## src/hw/rtl/qtd_pkg.sv

```systemverilog
`timescale 1ns / 1ps
// ----------------------------------------------------------------------------
// qtd_pkg: shared types and constants of the quadtree image decoder
// Field widths, stream codes, byte phase encoding and the result record.
// ----------------------------------------------------------------------------
package qtd_pkg;

    localparam int MAX_LOG2_SIDE_DEF = 10;

    localparam int BYTE_W  = 8;
    localparam int LOG2_W  = 4;
    localparam int POS_W   = 10;
    localparam int SIDE_W  = 11;
    localparam int COLOR_W = 8;

    localparam logic [LOG2_W-1:0] LOG2_SIDE_RESET = 4'd8;

    localparam logic [BYTE_W-1:0] CODE_LEAF  = 8'd0;
    localparam logic [BYTE_W-1:0] CODE_SPLIT = 8'd1;

    localparam logic [1:0] QUAD_LAST = 2'd3;

    localparam logic ST_FILL    = 1'b0;
    localparam logic ST_CORRUPT = 1'b1;

    typedef enum logic [2:0] {
        PH_CODE  = 3'd0,
        PH_RED   = 3'd1,
        PH_GREEN = 3'd2,
        PH_BLUE  = 3'd3,
        PH_ALPHA = 3'd4
    } t_phase;

    typedef struct packed {
        logic [POS_W-1:0]   x_pos;
        logic [POS_W-1:0]   y_pos;
        logic [SIDE_W-1:0]  side_len;
        logic [COLOR_W-1:0] red_out;
        logic [COLOR_W-1:0] green_out;
        logic [COLOR_W-1:0] blue_out;
        logic               status;
        logic               image_done;
    } t_result;

endpackage

```

## src/hw/rtl/quadtree_image_decoder_core.sv

```systemverilog
`timescale 1ns / 1ps
// ----------------------------------------------------------------------------
// quadtree_image_decoder_core: quadtree image stream decoder
// Turns a coded quadtree byte stream into square fill commands.
// ----------------------------------------------------------------------------
// Input channel: one stream byte per transaction (i_in_valid / o_in_stall).
// Output channel: one fill command or error report per transaction
// (o_out_valid / i_out_stall). A leaf gives its command on its alpha byte;
// valid code bytes and red, green and blue bytes give nothing. A bad code
// byte and every byte after it give an error report until reset.
// A byte is taken into the input register and decoded from there into the
// result register. Throughput: one byte per cycle while the receiver does
// not stall, set by the single decode stage between the two registers.
// i_cfg_we writes log2 of the image side (i_cfg_wdata) and restarts the
// image; write it only while no transaction is in flight.
// Reset (i_rst_n low, synchronous) empties both registers, sets log2 side
// to 8, returns to the tree root and clears the corruption flag.
// While the receiver stalls, the result holds; the byte behind it waits in
// the input register and further input is stalled.
// ----------------------------------------------------------------------------
module quadtree_image_decoder_core #(
    parameter int MAX_LOG2_SIDE = qtd_pkg::MAX_LOG2_SIDE_DEF
) (
    input  logic                         i_clk,
    input  logic                         i_rst_n,
    input  logic                         i_cfg_we,
    input  logic [qtd_pkg::LOG2_W-1:0]   i_cfg_wdata,
    input  logic                         i_in_valid,
    output logic                         o_in_stall,
    input  logic [qtd_pkg::BYTE_W-1:0]   i_data_byte,
    output logic                         o_out_valid,
    input  logic                         i_out_stall,
    output logic [qtd_pkg::POS_W-1:0]    o_x_pos,
    output logic [qtd_pkg::POS_W-1:0]    o_y_pos,
    output logic [qtd_pkg::SIDE_W-1:0]   o_side_len,
    output logic [qtd_pkg::COLOR_W-1:0]  o_red_out,
    output logic [qtd_pkg::COLOR_W-1:0]  o_green_out,
    output logic [qtd_pkg::COLOR_W-1:0]  o_blue_out,
    output logic                         o_status,
    output logic                         o_image_done
);

    logic                        r_in_valid;
    logic [qtd_pkg::BYTE_W-1:0]  r_in_byte;
    logic                        r_out_valid;
    qtd_pkg::t_result            r_out;

    logic             w_out_free;
    logic             w_step;
    logic             w_res_valid;
    qtd_pkg::t_result w_res;

    assign w_out_free = !r_out_valid || !i_out_stall;
    assign w_step     = r_in_valid && w_out_free;
    assign o_in_stall = r_in_valid && !w_out_free;

    qtd_tree_walk #(
        .MAX_LOG2_SIDE (MAX_LOG2_SIDE)
    ) u_walk (
        .i_clk       (i_clk),
        .i_rst_n     (i_rst_n),
        .i_cfg_we    (i_cfg_we),
        .i_cfg_wdata (i_cfg_wdata),
        .i_step      (w_step),
        .i_byte      (r_in_byte),
        .o_res_valid (w_res_valid),
        .o_res       (w_res)
    );

    always_ff @(posedge i_clk) begin
        if (!i_rst_n) begin
            r_in_valid <= 1'b0;
        end else if (!o_in_stall) begin
            r_in_valid <= i_in_valid;
        end
    end

    always_ff @(posedge i_clk) begin
        if (i_in_valid && !o_in_stall) begin
            r_in_byte <= i_data_byte;
        end
    end

    always_ff @(posedge i_clk) begin
        if (!i_rst_n) begin
            r_out_valid <= 1'b0;
        end else if (w_out_free) begin
            r_out_valid <= w_step && w_res_valid;
        end
    end

    // Hold the result while the receiver stalls.
    always_ff @(posedge i_clk) begin
        if (w_out_free) begin
            r_out <= w_res;
        end
    end

    assign o_out_valid  = r_out_valid;
    assign o_x_pos      = r_out.x_pos;
    assign o_y_pos      = r_out.y_pos;
    assign o_side_len   = r_out.side_len;
    assign o_red_out    = r_out.red_out;
    assign o_green_out  = r_out.green_out;
    assign o_blue_out   = r_out.blue_out;
    assign o_status     = r_out.status;
    assign o_image_done = r_out.image_done;

    a_accept_loads: assert property (@(posedge i_clk) disable iff (!i_rst_n)
        (i_in_valid && !o_in_stall) |=> r_in_valid)
        else $error("accepted byte lost from input register");

    a_step_when_free: assert property (@(posedge i_clk) disable iff (!i_rst_n)
        (r_in_valid && !r_out_valid) |-> w_step)
        else $error("pending byte not decoded while result register empty");

    a_result_from_step: assert property (@(posedge i_clk) disable iff (!i_rst_n)
        (!r_out_valid && !$past(r_out_valid) && !$past(r_in_valid)) |-> !o_out_valid)
        else $error("result appeared without a decoded byte");

endmodule

```

## src/hw/rtl/qtd_tree_walk.sv

```systemverilog
`timescale 1ns / 1ps
// ----------------------------------------------------------------------------
// qtd_tree_walk: quadtree walk state and per-byte decode
// Holds byte phase, tree level, quadrant path, held colour and the sticky
// corruption flag; decodes one stream byte per step into an optional result.
// ----------------------------------------------------------------------------
module qtd_tree_walk #(
    parameter int MAX_LOG2_SIDE = qtd_pkg::MAX_LOG2_SIDE_DEF
) (
    input  logic                        i_clk,
    input  logic                        i_rst_n,
    input  logic                        i_cfg_we,
    input  logic [qtd_pkg::LOG2_W-1:0]  i_cfg_wdata,
    input  logic                        i_step,
    input  logic [qtd_pkg::BYTE_W-1:0]  i_byte,
    output logic                        o_res_valid,
    output qtd_pkg::t_result            o_res
);

    localparam int LVW = $clog2(MAX_LOG2_SIDE + 1);
    localparam int PIW = (MAX_LOG2_SIDE > 1) ? $clog2(MAX_LOG2_SIDE) : 1;
    localparam int XW  = (MAX_LOG2_SIDE > qtd_pkg::POS_W) ? MAX_LOG2_SIDE : qtd_pkg::POS_W;
    localparam int SW  = (MAX_LOG2_SIDE + 1 > qtd_pkg::SIDE_W) ?
                         MAX_LOG2_SIDE + 1 : qtd_pkg::SIDE_W;

    logic [qtd_pkg::LOG2_W-1:0]  r_log2, n_log2;
    qtd_pkg::t_phase             r_phase, n_phase;
    logic [LVW-1:0]              r_level, n_level;
    logic [1:0]                  r_path [MAX_LOG2_SIDE];
    logic [1:0]                  n_path [MAX_LOG2_SIDE];
    logic [qtd_pkg::COLOR_W-1:0] r_red, n_red, r_green, n_green, r_blue, n_blue;
    logic                        r_corrupt, n_corrupt;

    logic [LVW-1:0]           w_eff;
    logic [LVW-1:0]           w_lv;
    logic [MAX_LOG2_SIDE-1:0] w_xf, w_yf;
    logic [XW-1:0]            w_x, w_y;
    logic [SW-1:0]            w_side;
    logic [PIW-1:0]           w_found;
    logic                     w_any;
    logic                     w_split_ok;

    // Register values above the supported depth act as the maximum.
    assign w_eff = (r_log2 > qtd_pkg::LOG2_W'(MAX_LOG2_SIDE)) ?
                   LVW'(MAX_LOG2_SIDE) : LVW'(r_log2);
    assign w_lv  = (r_level > w_eff) ? w_eff : r_level;
    assign w_split_ok = (r_level < w_eff);

    // Leaf origin: quadrant at depth i lands on bit (eff-1-i).
    always_comb begin
        for (int i = 0; i < MAX_LOG2_SIDE; i++) begin
            w_xf[MAX_LOG2_SIDE-1-i] = (LVW'(i) < w_lv) && r_path[i][0];
            w_yf[MAX_LOG2_SIDE-1-i] = (LVW'(i) < w_lv) && r_path[i][1];
        end
    end

    assign w_x    = XW'(w_xf) >> (LVW'(MAX_LOG2_SIDE) - w_eff);
    assign w_y    = XW'(w_yf) >> (LVW'(MAX_LOG2_SIDE) - w_eff);
    assign w_side = SW'(1) << (w_eff - w_lv);

    // Ascent: deepest open level whose quadrant is not the last one.
    always_comb begin
        w_any   = 1'b0;
        w_found = '0;
        for (int i = 0; i < MAX_LOG2_SIDE; i++) begin
            if ((LVW'(i) < r_level) && (r_path[i] != qtd_pkg::QUAD_LAST)) begin
                w_any   = 1'b1;
                w_found = PIW'(i);
            end
        end
    end

    // Next byte phase
    always_comb begin
        n_phase = r_phase;
        if (i_cfg_we) begin
            n_phase = qtd_pkg::PH_CODE;
        end else if (i_step && !r_corrupt) begin
            unique case (r_phase)
                qtd_pkg::PH_RED:   n_phase = qtd_pkg::PH_GREEN;
                qtd_pkg::PH_GREEN: n_phase = qtd_pkg::PH_BLUE;
                qtd_pkg::PH_BLUE:  n_phase = qtd_pkg::PH_ALPHA;
                qtd_pkg::PH_ALPHA: n_phase = qtd_pkg::PH_CODE;
                default: begin
                    n_phase = (i_byte == qtd_pkg::CODE_LEAF) ?
                              qtd_pkg::PH_RED : qtd_pkg::PH_CODE;
                end
            endcase
        end
    end

    // Datapath, tree state and result
    always_comb begin
        n_log2      = r_log2;
        n_level     = r_level;
        n_path      = r_path;
        n_red       = r_red;
        n_green     = r_green;
        n_blue      = r_blue;
        n_corrupt   = r_corrupt;
        o_res_valid = 1'b0;
        o_res       = '0;
        if (i_cfg_we) begin
            // Abandon the image in progress.
            n_log2  = i_cfg_wdata;
            n_level = '0;
            for (int i = 0; i < MAX_LOG2_SIDE; i++) n_path[i] = '0;
        end else if (i_step) begin
            if (r_corrupt) begin
                o_res_valid  = 1'b1;
                o_res.status = qtd_pkg::ST_CORRUPT;
            end else begin
                unique case (r_phase)
                    qtd_pkg::PH_RED:   n_red   = i_byte;
                    qtd_pkg::PH_GREEN: n_green = i_byte;
                    qtd_pkg::PH_BLUE:  n_blue  = i_byte;
                    qtd_pkg::PH_ALPHA: begin
                        o_res_valid      = 1'b1;
                        o_res.x_pos      = w_x[qtd_pkg::POS_W-1:0];
                        o_res.y_pos      = w_y[qtd_pkg::POS_W-1:0];
                        o_res.side_len   = w_side[qtd_pkg::SIDE_W-1:0];
                        o_res.red_out    = r_red;
                        o_res.green_out  = r_green;
                        o_res.blue_out   = r_blue;
                        o_res.status     = qtd_pkg::ST_FILL;
                        o_res.image_done = !w_any;
                        if (w_any) begin
                            n_path[w_found] = r_path[w_found] + 2'd1;
                            n_level         = LVW'(w_found) + LVW'(1);
                        end else begin
                            n_level = '0;
                            for (int i = 0; i < MAX_LOG2_SIDE; i++) n_path[i] = '0;
                        end
                    end
                    default: begin
                        if (i_byte == qtd_pkg::CODE_LEAF) begin
                            n_corrupt = 1'b0;
                        end else if ((i_byte == qtd_pkg::CODE_SPLIT) && w_split_ok) begin
                            n_path[r_level[PIW-1:0]] = '0;
                            n_level = r_level + LVW'(1);
                        end else begin
                            n_corrupt    = 1'b1;
                            o_res_valid  = 1'b1;
                            o_res.status = qtd_pkg::ST_CORRUPT;
                        end
                    end
                endcase
            end
        end
    end

    always_ff @(posedge i_clk) begin
        if (!i_rst_n) begin
            r_log2    <= qtd_pkg::LOG2_SIDE_RESET;
            r_phase   <= qtd_pkg::PH_CODE;
            r_level   <= '0;
            r_red     <= '0;
            r_green   <= '0;
            r_blue    <= '0;
            r_corrupt <= 1'b0;
            for (int i = 0; i < MAX_LOG2_SIDE; i++) r_path[i] <= '0;
        end else begin
            r_log2    <= n_log2;
            r_phase   <= n_phase;
            r_level   <= n_level;
            r_red     <= n_red;
            r_green   <= n_green;
            r_blue    <= n_blue;
            r_corrupt <= n_corrupt;
            r_path    <= n_path;
        end
    end

    a_corrupt_sticky: assert property (@(posedge i_clk) disable iff (!i_rst_n)
        r_corrupt |=> r_corrupt)
        else $error("corruption flag cleared without reset");

    a_level_bound: assert property (@(posedge i_clk) disable iff (!i_rst_n)
        r_level <= w_eff)
        else $error("tree level deeper than image allows");

    a_corrupt_reports: assert property (@(posedge i_clk) disable iff (!i_rst_n)
        (i_step && !i_cfg_we && r_corrupt) |-> (o_res_valid && o_res.status))
        else $error("byte in corrupt state gave no error result");

    a_done_restarts: assert property (@(posedge i_clk) disable iff (!i_rst_n)
        (o_res_valid && o_res.image_done && !i_cfg_we) |=> (r_level == '0))
        else $error("finished image did not return to root");

endmodule
```

## config.mk

```make
export PLATFORM = sky130hd
export DESIGN_NAME = quadtree_image_decoder_core
export DESIGN_NICKNAME = d
export VERILOG_FILES = /design/src/hw/rtl/qtd_pkg.sv /design/src/hw/rtl/quadtree_image_decoder_core.sv /design/src/hw/rtl/qtd_tree_walk.sv
export SDC_FILE = /design/constraint.sdc
export NUM_CORES = 1
export LEC_CHECK = 0
export ABC_AREA = 1
export BUFFER_PORTS_ARGS = -buffer_cell sky130_fd_sc_hd__buf_2
export CORE_UTILIZATION = 37
export CTS_CLUSTER_DIAMETER = 50
export DETAILED_ROUTE_END_ITERATION = 6
export SYNTH_ARGS = -nofsm -noshare
export SYNTH_HDL_FRONTEND = slang
export SYNTH_SLANG_ARGS = --single-unit
```

## constraint.sdc

```tcl
create_clock -name i_clk -period 4.54 [get_ports i_clk]
set_input_delay 0.454 -clock i_clk [delete_from_list [all_inputs] [get_ports i_clk]]
set_output_delay 0.454 -clock i_clk [all_outputs]
set_load 0.1 [all_outputs]
```

==> results of run 1 <==
## power breakdown
group,total [W],switching [W],internal [W]
logic,0.000296,0.000231,0.0000645
clock network,0.00125,0.000543,0.000707
registers,0.00120,0.0000126,0.00119
total,0.00274,0.000787,0.00196
## critical path, cell delays in order (launching register included)
cell,delay [ps]
dfxtp_1,330
nand2_1,100
inv_1,50
nor2_1,140
inv_1,70
a21oi_1,130
buf_4,270
ha_1,280
nand3_1,130
nand2_4,110
o21ai_1,300
inv_1,110
ha_1,210
inv_1,60
ha_1,120
inv_1,40
nand2_1,60
xor2_1,380
inv_1,130
nand3_2,120
nor2_1,50
## flip-flops by register name, summed over array words and instances, names as in the netlist, 10 cells and up
signal         cells
o_side_len        11
o_x_pos           10
o_y_pos           10
u_walk.r_path     20
## layout make-up
type | instances | area share, %
clock inverters | 14 | 1.47
repair buffers | 80 | 5.26
clock buffers | 18 | 5.46
well taps | 229 | 3.65
flip-flops and latches | 123 | 39.6
multi-input cells | 586 | 38.5
inverters | 125 | 6.01
## synth_stat cells, types with 8 or more instances
cell type  number
nand2_1       138
inv_1         109
nand3_1       107
nor2_1         98
a21oi_1        66
edfxtp_1       65
o21ai_0        61
dfxtp_1        58
clkbuf_1       20
ha_1           14
a31oi_1        12
inv_2          10
nand4_1        10
nor3_1          9
nand2_2         8
## per-layer routing
layer | vias up | part of all wire (%) | global-route usage [%]
li1 | 3044 | - | -
met1 | 2739 | 47 | 25.4
met2 | 197 | 45 | 30.9
met3 | 48 | 4.9 | 4.15
met4 | 0 | 3.5 | 9.95
met5 | - | 0 | 0
## cell families (layout without fill, tap and decap cells)
family,count (synthesis),count (layout),synth area share [%]
AND/OR/NAND/NOR,392,392,26.4
AO/OA/AOI/OAI,176,176,15.1
buffers and inverters,154,237,9.13
flip-flops,123,123,46.1
adder cells (fa/ha/maj),14,14,2.59
XOR/XNOR,4,4,0.630
## final timing paths
| kind | startpoint | endpoint | slack, ps | depth (start not counted) |
|---|---|---|---|---|
| setup / recovery | u_walk.r_log2[1]$_SDFFE_PN0P_ | o_side_len[6]$_SDFFCE_PP0N_ | 1100 | 20 |
| hold / removal | i_data_byte[5] | r_in_byte[5]$_DFFE_PP_ | 210 | 1 |
| setup reg to reg | u_walk.r_log2[1]$_SDFFE_PN0P_ | o_side_len[6]$_SDFFCE_PP0N_ | 1100 | 20 |
| hold reg to reg | u_walk.r_blue[7]$_SDFFE_PN0P_ | u_walk.r_blue[7]$_SDFFE_PN0P_ | 450 | 2 |
## through the flow
stage	hold WS, ps	utilization (%)
floorplan	430	-
global placement	440	40.8
detailed placement	445	40.8
CTS	202	43.9
global route	198	43.9
finish	211	43.9
==> metrics.md, run 1 <==
| Metric | Value |
|---|---|
| # diodes | `0` |
| Max Cap Viol | `0` |
| Fin crit period | `approximately 3400 ps` |
| Vias/cell | `slightly above 5` |
| Clock root buffer | `clkbuf_16` |
| Core area | `17900 um^2` |
| Syn Nets | `894` |
| Post-synthesis register bit count | `123` |
| Residual DRC | `0` |
| Total wire length | `17.6 mm` |
| Hold buffer count at CTS | `0` |
| Distinct cells, synth | `49` |
| Total global routing overflow | `0` |
| Dpl cell area | `7310 um^2` |
| Tot GR Track Use | `19.7%` |
| HPWL Detailed | `roughly 13 mm` |
| Detailed Routing Iterations Pass 1 | `5` |
| Ys flop type | `edfxtp_1` |
| Maximum root-to-sink buffer count | `2` |
| Synth Warn # | `0` |
| Clock Pin Slew Worst Setup and Hold Paths | `60 ps` |
| Mapped cell area | `a little under 7000 um^2` |
| Most common cell after layout, fill and taps aside | `nand2_1` |
| CTS tree | `done` |
| Static Leak | `around 3.5 nW` |
| GP Congestion | `0.926` |
| First-pass GRT wire length | `roughly 28 mm` |
| H-Tree Depth | `4` |
| Post-Layout Cell Count | `1175` |
| FP Rows | `49` |
| Area grow syn2layout | `16.3%` |
| Clock Latency Late Sink | `between 400 and 500 ps` |
| Post-synth ARST share | `0%` |
| Most frequent cells in the layout | `nand2_1 (137), inv_1 (109), nand3_1 (107)` |
| Run status | `finished, final reports clean` |
| Cell Count Post-Placement | `1143` |
| Cell taking the most area after synthesis | `edfxtp_1` |
| Final Worst Setup Slack | `1100 ps` |
| Slew @ Worst Pin | `roughly 780 ps` |
| Number of nets in the layout | `964` |
| Starting Density | `37.7%` |
| DIE AREA | `18800 um^2` |
| DRT iter0 DRCs | `477` |
| Top Ports | `76` |
| Wire length per cell | `about 15 um` |
| Maximum VDD drop | `0.278 mV` |
| Vias | `6028` |
| Die W | `137 um` |
| Design Power | `0.00274 W` |
| Worst Path Required | `approximately 4700 ps` |
| Setup CP Type | `flip-flop to flip-flop` |
| Filler cells | `1842` |
| Share of layout cells above drive strength 1 | `between 15 and 20%` |
| Setup violators final | `0` |
| Period Utilization, post-route | `between 70 and 80%` |
| Max Transition Viols Final | `0` |
| PostCTS Resize Cnt | `0` |
| Final Hold Viols | `0` |
| Max Freq | `a little under 300 MHz` |
| Crit path DAT | `approximately 3600 ps` |
| Setup Buffers After CTS | `0` |
| Register area share after synthesis | `46.1%` |
| CTS Buf Count | `17` |
| Die height | `137 um` |
| Pwr Density | `349 nW/um^2` |
| Area of the multi-input gates | `between 3000 and 4000 um^2` |
| Clk_skew | `13.0 ps` |
| Clock Sinks | `approximately 120` |
| Antenna violations before repair | `0` |
| Post-synth top area share | `28.9%` |
| Crit Path Max Fanout | `22` |
| Final Cell Area | `7850 um^2` |
| Largest net degree at the start of global routing | `60` |
| Top cells by area, synth | `edfxtp_1 (29%), dfxtp_1 (17%), nand3_1 (7.9%)` |
| CP endpoint kind | `flip-flop` |
| Hold Crit Class | `input pin to flip-flop` |
| RSZ-0062 raised after global routing | `false` |
| Final ANT Viol Nets | `0` |
| Post-synth EDFFs | `65` |
| Register area | `between 3000 and 4000 um^2` |
| Setup_tns | `0 ps` |
| Slew margin rel. | `47.9%` |
| Dpl ws | `1130 ps` |
| Port bufs | `75` |
| Vias in the first global route | `5608` |
| Post-Syn Instances | `863` |
| Type of origin of the critical path | `flip-flop` |
| Mean Syn Cell Area | `7.82 um^2` |
(Power assumes the default switching activity.)
==> run 2: changes to the inputs <==
==> constraint.sdc (replaced) <==
create_clock -name i_clk -period 3.1 [get_ports i_clk]
set_input_delay 0.31 -clock i_clk [delete_from_list [all_inputs] [get_ports i_clk]]
set_output_delay 0.31 -clock i_clk [all_outputs]
set_load 0.1 [all_outputs]
==> run 2 against run 1 <==
Worst hold slack worse by 140 ps. Clock-buffer cell count up 1. Sequential cell count unchanged. Clock skew is 3.3 ps lower. Sequential share of layout area is 1.3 points lower. Die area did not move. Final area increased by 3.4%. Clock power grew 65%. Utilization increased by 1.5 points. Setup slack got worse by 860 ps. First-iteration DRC count is 38% higher. Combinational power up 54%. Largest power group unchanged.
==> metrics.md, run 2 (synthesis gave the netlist of run 1 again) <==
| Metric | Value |
|---|---|
| # diodes | `0 (unchanged)` |
| Worst Path Required | `3270 ps (-1460 ps)` |
| Worst r2r src | `u_walk.r_log2[1]$_SDFFE_PN0P_` |
| Vias/cell | `5.13 (about the same)` |
| Share of layout cells above drive strength 1 | `19.1% (+2.2 points)` |
| Setup CP Type | `flip-flop to flip-flop` |
| Reg-to-Reg End | `o_side_len[9]$_SDFFCE_PP0N_` |
| Most common cell on crit path | `inv_1` |
| Number of cells on the worst reg-to-reg path | `18 (-10%)` |
| Max Cap Viol | `0 (unchanged)` |
| HPWL Detailed | `12.7 mm (+1.1%)` |
| Hold Path Cell Cnt | `1 (unchanged)` |
| Die height | `137 um (unchanged)` |
| Final Hold Viols | `0 (unchanged)` |
| Run status | `finished, final reports clean` |
| Crit Path Max Fanout | `10 (-55%)` |
| Total global routing overflow | `0 (unchanged)` |
| Maximum VDD drop | `0.383 mV (+38%)` |
| Max Freq | `351 MHz (+20%)` |
| Clk_skew | `9.67 ps (-3.33 ps)` |
| Slew margin rel. | `49.3% (+1.4 points)` |
| Max incr delay on CP | `330 ps (-50 ps)` |
| Maximum root-to-sink buffer count | `2 (unchanged)` |
| Clock root buffer | `clkbuf_16` |
| Detailed Routing Iterations Pass 1 | `6 (+1)` |
| Setup violators final | `0 (unchanged)` |
| Worst min-delay path startpoint | `i_data_byte[0]` |
| Antenna violations before repair | `0 (unchanged)` |
| Final ANT Viol Nets | `0 (unchanged)` |
| DRT iter0 DRCs | `657 (+38%)` |
| First-pass GRT wire length | `27.6 mm (-1.8%)` |
| Wire length per cell | `14.9 um (-0.52%)` |
| Vias | `6130 (+1.7%)` |
| Starting Density | `37.7% (unchanged)` |
| Critical path cell sequence | `nand2_1, inv_1, nor2_1, inv_1, a21oi_2, ha_1, nand3_1, nand2_4, o21ai_1, inv_1, ha_1, o21ai_1, nand3_1, nand2_1, xor2_2, inv_1, nand2_1, nor2_1` |
| Area grow syn2layout | `20.2%` |
| Clock Sinks | `123 (unchanged)` |
| Residual DRC | `0 (unchanged)` |
| Period Utilization, post-route | `92.0% (+16 points)` |
| Hold buffer count at CTS | `0 (unchanged)` |
| Largest net degree at the start of global routing | `60 (unchanged)` |
| CP max stage cell | `dfxtp_1` |
| Pwr Density | `526 nW/um^2 (+50%)` |
| GP Congestion | `0.903 (-2.5%)` |
| CTS tree | `done` |
| R2R Setup Slk | `250 ps (-860 ps)` |
| Slew @ Worst Pin | `761 ps (-19.4 ps)` |
| Fin crit period | `2850 ps (-584 ps)` |
| Biggest register | `u_walk.r_path` |
| FP Rows | `49 (unchanged)` |
| Tot GR Track Use | `19.2% (-0.46 points)` |
| Max Transition Viols Final | `0 (unchanged)` |
| Hold Crit Class | `input pin to flip-flop` |
| Dpl cell area | `7460 um^2 (+2.1%)` |
| Number of nets in the layout | `985 (+2.2%)` |
| Total wire length | `17.8 mm (+1.3%)` |
| Most common cell after layout, fill and taps aside | `nand2_1` |
| Core area | `17900 um^2 (unchanged)` |
| Type of origin of the critical path | `flip-flop` |
| Static Leak | `3.64 nW (+4.4%)` |
| Crit path DAT | `3020 ps (-600 ps)` |
| CTS Buf Count | `17 (unchanged)` |
| H-Tree Depth | `4 (unchanged)` |
| Filler cells | `1769 (-4.0%)` |
| Most frequent cells in the layout | `nand2_1 (137), inv_1 (109), nand3_1 (107)` |
| Top Ports | `76 (unchanged)` |
| Clock Pin Slew Worst Setup and Hold Paths | `60 ps (about the same)` |
| CP endpoint kind | `flip-flop` |
| Clock Latency Late Sink | `420 ps (about the same)` |
| DIE AREA | `18800 um^2 (unchanged)` |
| Vias in the first global route | `5447 (-2.9%)` |
| Hold Path Sink | `r_in_byte[0]$_DFFE_PP_` |
| Port bufs | `75 (unchanged)` |
| Setup_tns | `0 ps (unchanged)` |
| Largest register FFs | `20 (unchanged)` |
| RSZ-0062 raised after global routing | `false` |
| Die W | `137 um (unchanged)` |
| Final Cell Area | `8120 um^2 (+3.4%)` |
-- run 2: metrics by stage --
| stage | total power, W | hold slack (ps) | setup slack [ps] | utilization (%) | cells |
|---|---|---|---|---|---|
| final | 0.00427 | 67.0 | 248 | 45.3 | 1196 |
| after global routing | 0.00441 | 46.8 | 13.2 | 45.3 | 1196 |
| after CTS | 0.00429 | 52.1 | 74.2 | 45.2 | 1194 |
| after detailed placement | 0.00223 | 444 | 78.2 | 41.7 | 1162 |
| after global placement | 0.00223 | 441 | 194 | 41.7 | 1162 |
| after floorplan | 0.00213 | 409 | 14.4 | - | 863 |
-- run 2: report_power, final --
| part | internal (W) | switching [W] |
|---|---|---|
| clock | 0.00127 | 0.000787 |
| sequential | 0.00174 | 0.0000169 |
| combinational | 0.000107 | 0.000348 |
| total | 0.00312 | 0.00115 |
-- run 2: worst max-delay path by stage --
stage | slack [ps] | endpoint | startpoint | cells past startpoint
after global placement | 190 | o_side_len[5]$_SDFFCE_PP0N_ | u_walk.r_log2[1]$_SDFFE_PN0P_ | 18
final | 250 | o_side_len[9]$_SDFFCE_PP0N_ | u_walk.r_log2[1]$_SDFFE_PN0P_ | 18
after global routing | 10 | o_y_pos[1]$_SDFFCE_PP0N_ | u_walk.r_log2[3]$_SDFFE_PN1P_ | 18
after detailed placement | 80 | o_side_len[6]$_SDFFCE_PP0N_ | u_walk.r_log2[1]$_SDFFE_PN0P_ | 18
after floorplan | 10 | o_side_len[4]$_SDFFCE_PP0N_ | u_walk.r_log2[1]$_SDFFE_PN0P_ | 20
after CTS | 70 | o_side_len[6]$_SDFFCE_PP0N_ | u_walk.r_log2[1]$_SDFFE_PN0P_ | 18
-- run 2: layout make-up --
class	count	area, um^2	area share, %
clock buffers	19	464	5.72
well taps	229	287	3.53
clock inverters	13	155	1.91
multi-input cells	586	3060	37.7
flip-flops and latches	123	3110	38.3
repair buffers	101	571	7.03
inverters	125	472	5.81
-- run 2: repair_timing --
action,4_1_cts,5_1_grt
resized for setup,0,3
setup buffers,0,2
endpoints found under the setup margin,0,12
endpoints found under the hold margin,0,0
-- run 2: worst max-delay path, delay by kind of cell (launching register included) --
| kind | cells | cell delay, ps |
|---|---|---|
| adders and majority gates | 2 | 450 |
| DFF | 1 | 330 |
| buffers and inverters | 4 | 280 |
| and+or+nand+nor | 8 | 810 |
| AOI/OAI and AO/OA | 3 | 500 |
| xor gates and xnor gates | 1 | 240 |
-- run 2: routing by layer --
| layer | global-route usage [%] | up-vias | wire, um | part of all wire, % |
|---|---|---|---|---|
| li1 | - | 3087 | - | - |
| met1 | 25.9 | 2837 | 8330 | 47 |
| met2 | 30.4 | 187 | 8260 | 46 |
| met3 | 4.07 | 19 | 976 | 5.5 |
| met4 | 6.35 | 0 | 275 | 1.5 |
| met5 | 0 | - | 0 | 0 |
==> run 3: changes to the inputs <==
--- a/config.mk
+++ b/config.mk
@@ -7,9 +7,13 @@
 export LEC_CHECK = 0
 export ABC_AREA = 1
 export BUFFER_PORTS_ARGS = -buffer_cell sky130_fd_sc_hd__buf_2
+export CELL_PAD_IN_SITES_DETAIL_PLACEMENT = 0
+export CELL_PAD_IN_SITES_GLOBAL_PLACEMENT = 1
+export CORE_ASPECT_RATIO = 2
 export CORE_UTILIZATION = 37
 export CTS_CLUSTER_DIAMETER = 50
 export DETAILED_ROUTE_END_ITERATION = 6
+export PLACE_DENSITY_LB_ADDON = 0.1
 export SYNTH_ARGS = -nofsm -noshare
 export SYNTH_HDL_FRONTEND = slang
 export SYNTH_SLANG_ARGS = --single-unit
==> run 3 against run 2 <==
First-iteration DRC count is 57% lower. Global-route usage grew 4.3 points. Critical endpoint is now u_walk.r_path[13]$_SDFFE_PP0P_. Setup slack got worse by 17 ps. Register-to-register slack worse by 20 ps. Worst hold slack better by 4.1 ps. Cell count fell by 0.59%. Maximum frequency is 0.58% lower. Critical path type unchanged. Sequential share of layout area decreased by 0.11 points. Largest cell class unchanged. Clock-buffer cell count down 1.
==> metrics.md, run 3 (synthesis gave the netlist of run 1 again) <==
| Metric | Value |
|---|---|
| Setup Buffers After CTS | `0 (unchanged)` |
| Share of layout cells above drive strength 1 | `20.1% (+0.95 points)` |
| Vias | `6277 (+2.4%)` |
| Top Ports | `76 (unchanged)` |
| Fin crit period | `2870 ps (+16.5 ps)` |
| Total wire length | `21.3 mm (+19%)` |
| Critical path cell sequence | `buf_4, nor2_4, inv_2, o21ai_1, nand2_1, nand2_1, nand2_1, nand2_1, nand2_2, nand2_2, inv_1, o21ai_0, nand3_1, nand2_2, nand3_1, a21oi_1` |
| # diodes | `0 (unchanged)` |
| Maximum root-to-sink buffer count | `2 (unchanged)` |
| Worst r2r src | `u_walk.r_level[2]$_SDFFE_PP0P_` |
| Run status | `finished, final reports clean` |
| Design Power | `0.00417 W (-2.3%)` |
| Largest register FFs | `20 (unchanged)` |
| Vias/cell | `5.28 (+3.0%)` |
| Setup CP Type | `flip-flop to flip-flop` |
| Number of nets in the layout | `994 (+0.91%)` |
| Pwr Density | `512 nW/um^2 (-2.6%)` |
| Wire length per cell | `17.9 um (+20%)` |
| Crit path DAT | `3220 ps (+200 ps)` |
| Vias in the first global route | `6369 (+17%)` |
| CTS Buf Count | `17 (unchanged)` |
| Clock root buffer | `clkbuf_16` |
| Buf/Inv on CP | `3 (-1)` |
| Crit Path Max Fanout | `10 (unchanged)` |
| Clock Pin Slew Worst Setup and Hold Paths | `60 ps (about the same)` |
| Most common cell on crit path | `nand2_1` |
| Crit path max-delay family | `simple AND/OR/NAND/NOR gates` |
| Detailed Routing Iterations Pass 1 | `5 (-1)` |
| Worst min-delay path startpoint | `i_data_byte[3]` |
| R2R Setup Slk | `230 ps (-20 ps)` |
| Hold buffer count at CTS | `0 (unchanged)` |
| Dpl ws | `41.3 ps (-36.9 ps)` |
| Max incr delay on CP | `410 ps (+80 ps)` |
| DIE AREA | `18800 um^2 (+0.17%)` |
| Final Hold Viols | `0 (unchanged)` |
| Most frequent cells in the layout | `nand2_1 (137), inv_1 (108), nand3_1 (107)` |
| Final ANT Viol Nets | `0 (unchanged)` |
| Starting Density | `38.0% (+0.25 points)` |
| Max Transition Viols Final | `0 (unchanged)` |
| Die height | `193 um (+41%)` |
| Total global routing overflow | `0 (unchanged)` |
| Static Leak | `3.68 nW (+1.1%)` |
| Maximum VDD drop | `0.318 mV (-17%)` |
| Period Utilization, post-route | `92.5% (+0.53 points)` |
| Clock Latency Late Sink | `420 ps (about the same)` |
| Hold Slack | `71.1 ps (+4.12 ps)` |
| H-Tree Depth | `4 (unchanged)` |
| CP max stage cell | `dfxtp_1` |
| Hold Crit Class | `input pin to flip-flop` |
| Cell Count Post-Placement | `1157 (-0.43%)` |
| CTS tree | `done` |
| First-pass GRT wire length | `33.6 mm (+22%)` |
| Core area | `17800 um^2 (-0.66%)` |
| CP Launch Point | `u_walk.r_level[2]$_SDFFE_PP0P_` |
| FP Rows | `69 (+41%)` |
| Tot GR Track Use | `23.5% (+4.3 points)` |
| Die W | `97.5 um (-29%)` |
| Residual DRC | `0 (unchanged)` |
| DRT iter0 DRCs | `284 (-57%)` |
| Clk_skew | `9.77 ps (+0.0960 ps)` |
| Largest net degree at the start of global routing | `60 (unchanged)` |
| CP endpoint kind | `flip-flop` |
| Antenna violations before repair | `0 (unchanged)` |
| Port bufs | `75 (unchanged)` |
| Post-Layout Cell Count | `1189 (-0.59%)` |
| Max Freq | `349 MHz (-0.58%)` |
| Slew @ Worst Pin | `756 ps (-4.53 ps)` |
| Biggest register | `u_walk.r_path` |
| PostCTS Resize Cnt | `0 (unchanged)` |
| Most common cell after layout, fill and taps aside | `nand2_1` |
| Clock Sinks | `123 (unchanged)` |
| Slew margin rel. | `49.6% (+0.30 points)` |
| HPWL Detailed | `16.5 mm (+30%)` |
| Final Worst Setup Slack | `231 ps (-16.5 ps)` |
| GP Congestion | `0.909 (+0.65%)` |
| Setup_tns | `0 ps (unchanged)` |
| Area grow syn2layout | `20.6%` |
| Type of origin of the critical path | `flip-flop` |
| Max Cap Viol | `0 (unchanged)` |
| Worst Path Required | `3450 ps (+180 ps)` |
| Setup violators final | `0 (unchanged)` |
[run 3: per-layer routing]
metal	part of all wire [%]	global-route usage (%)
met1	35	21.5
met2	55	45.9
met3	2.6	3.39
met4	7.6	17.9
met5	0	0
[run 3: final timing paths]
kind,endpoint,cells past startpoint
min,r_in_byte[3]$_DFFE_PP_,1
max reg2reg,u_walk.r_path[13]$_SDFFE_PP0P_,16
max,u_walk.r_path[13]$_SDFFE_PP0P_,16
min reg2reg,u_walk.r_red[4]$_SDFFE_PN0P_,2
[run 3: cell type report]
class / count / area [um^2]
tap: 213 / 267
fill: 1786 / 9640
multi-input combinational: 586 / 3070
clock inverter: 14 / 134
sequential: 123 / 3110
timing repair buffer: 110 / 638
clock buffer: 18 / 450
inverter: 125 / 472
[run 3: power breakdown]
part / internal, W / switching [W]
registers: 0.00174 / 0.0000195
logic: 0.000104 / 0.000362
clock network: 0.00116 / 0.000781
[run 3: metrics by stage]
stage | utilization, % | instance area, um^2
after global routing | 45.8 | 8140
after CTS | 45.6 | 8110
after floorplan | - | 6770
after detailed placement | 42.3 | 7530
final | 45.8 | 8140
after global placement | 42.3 | 7530
[run 3: worst register-to-register path: stages, from the launching register on]
cell and delay (ps):
dfxtp_1 410, buf_4 200, nor2_4 170, inv_2 110, o21ai_1 230, nand2_1 90, nand2_1 80, nand2_1 50
nand2_1 70, nand2_2 70, nand2_2 150, inv_1 140, o21ai_0 330, nand3_1 140, nand2_2 250, nand3_1 150
a21oi_1 150
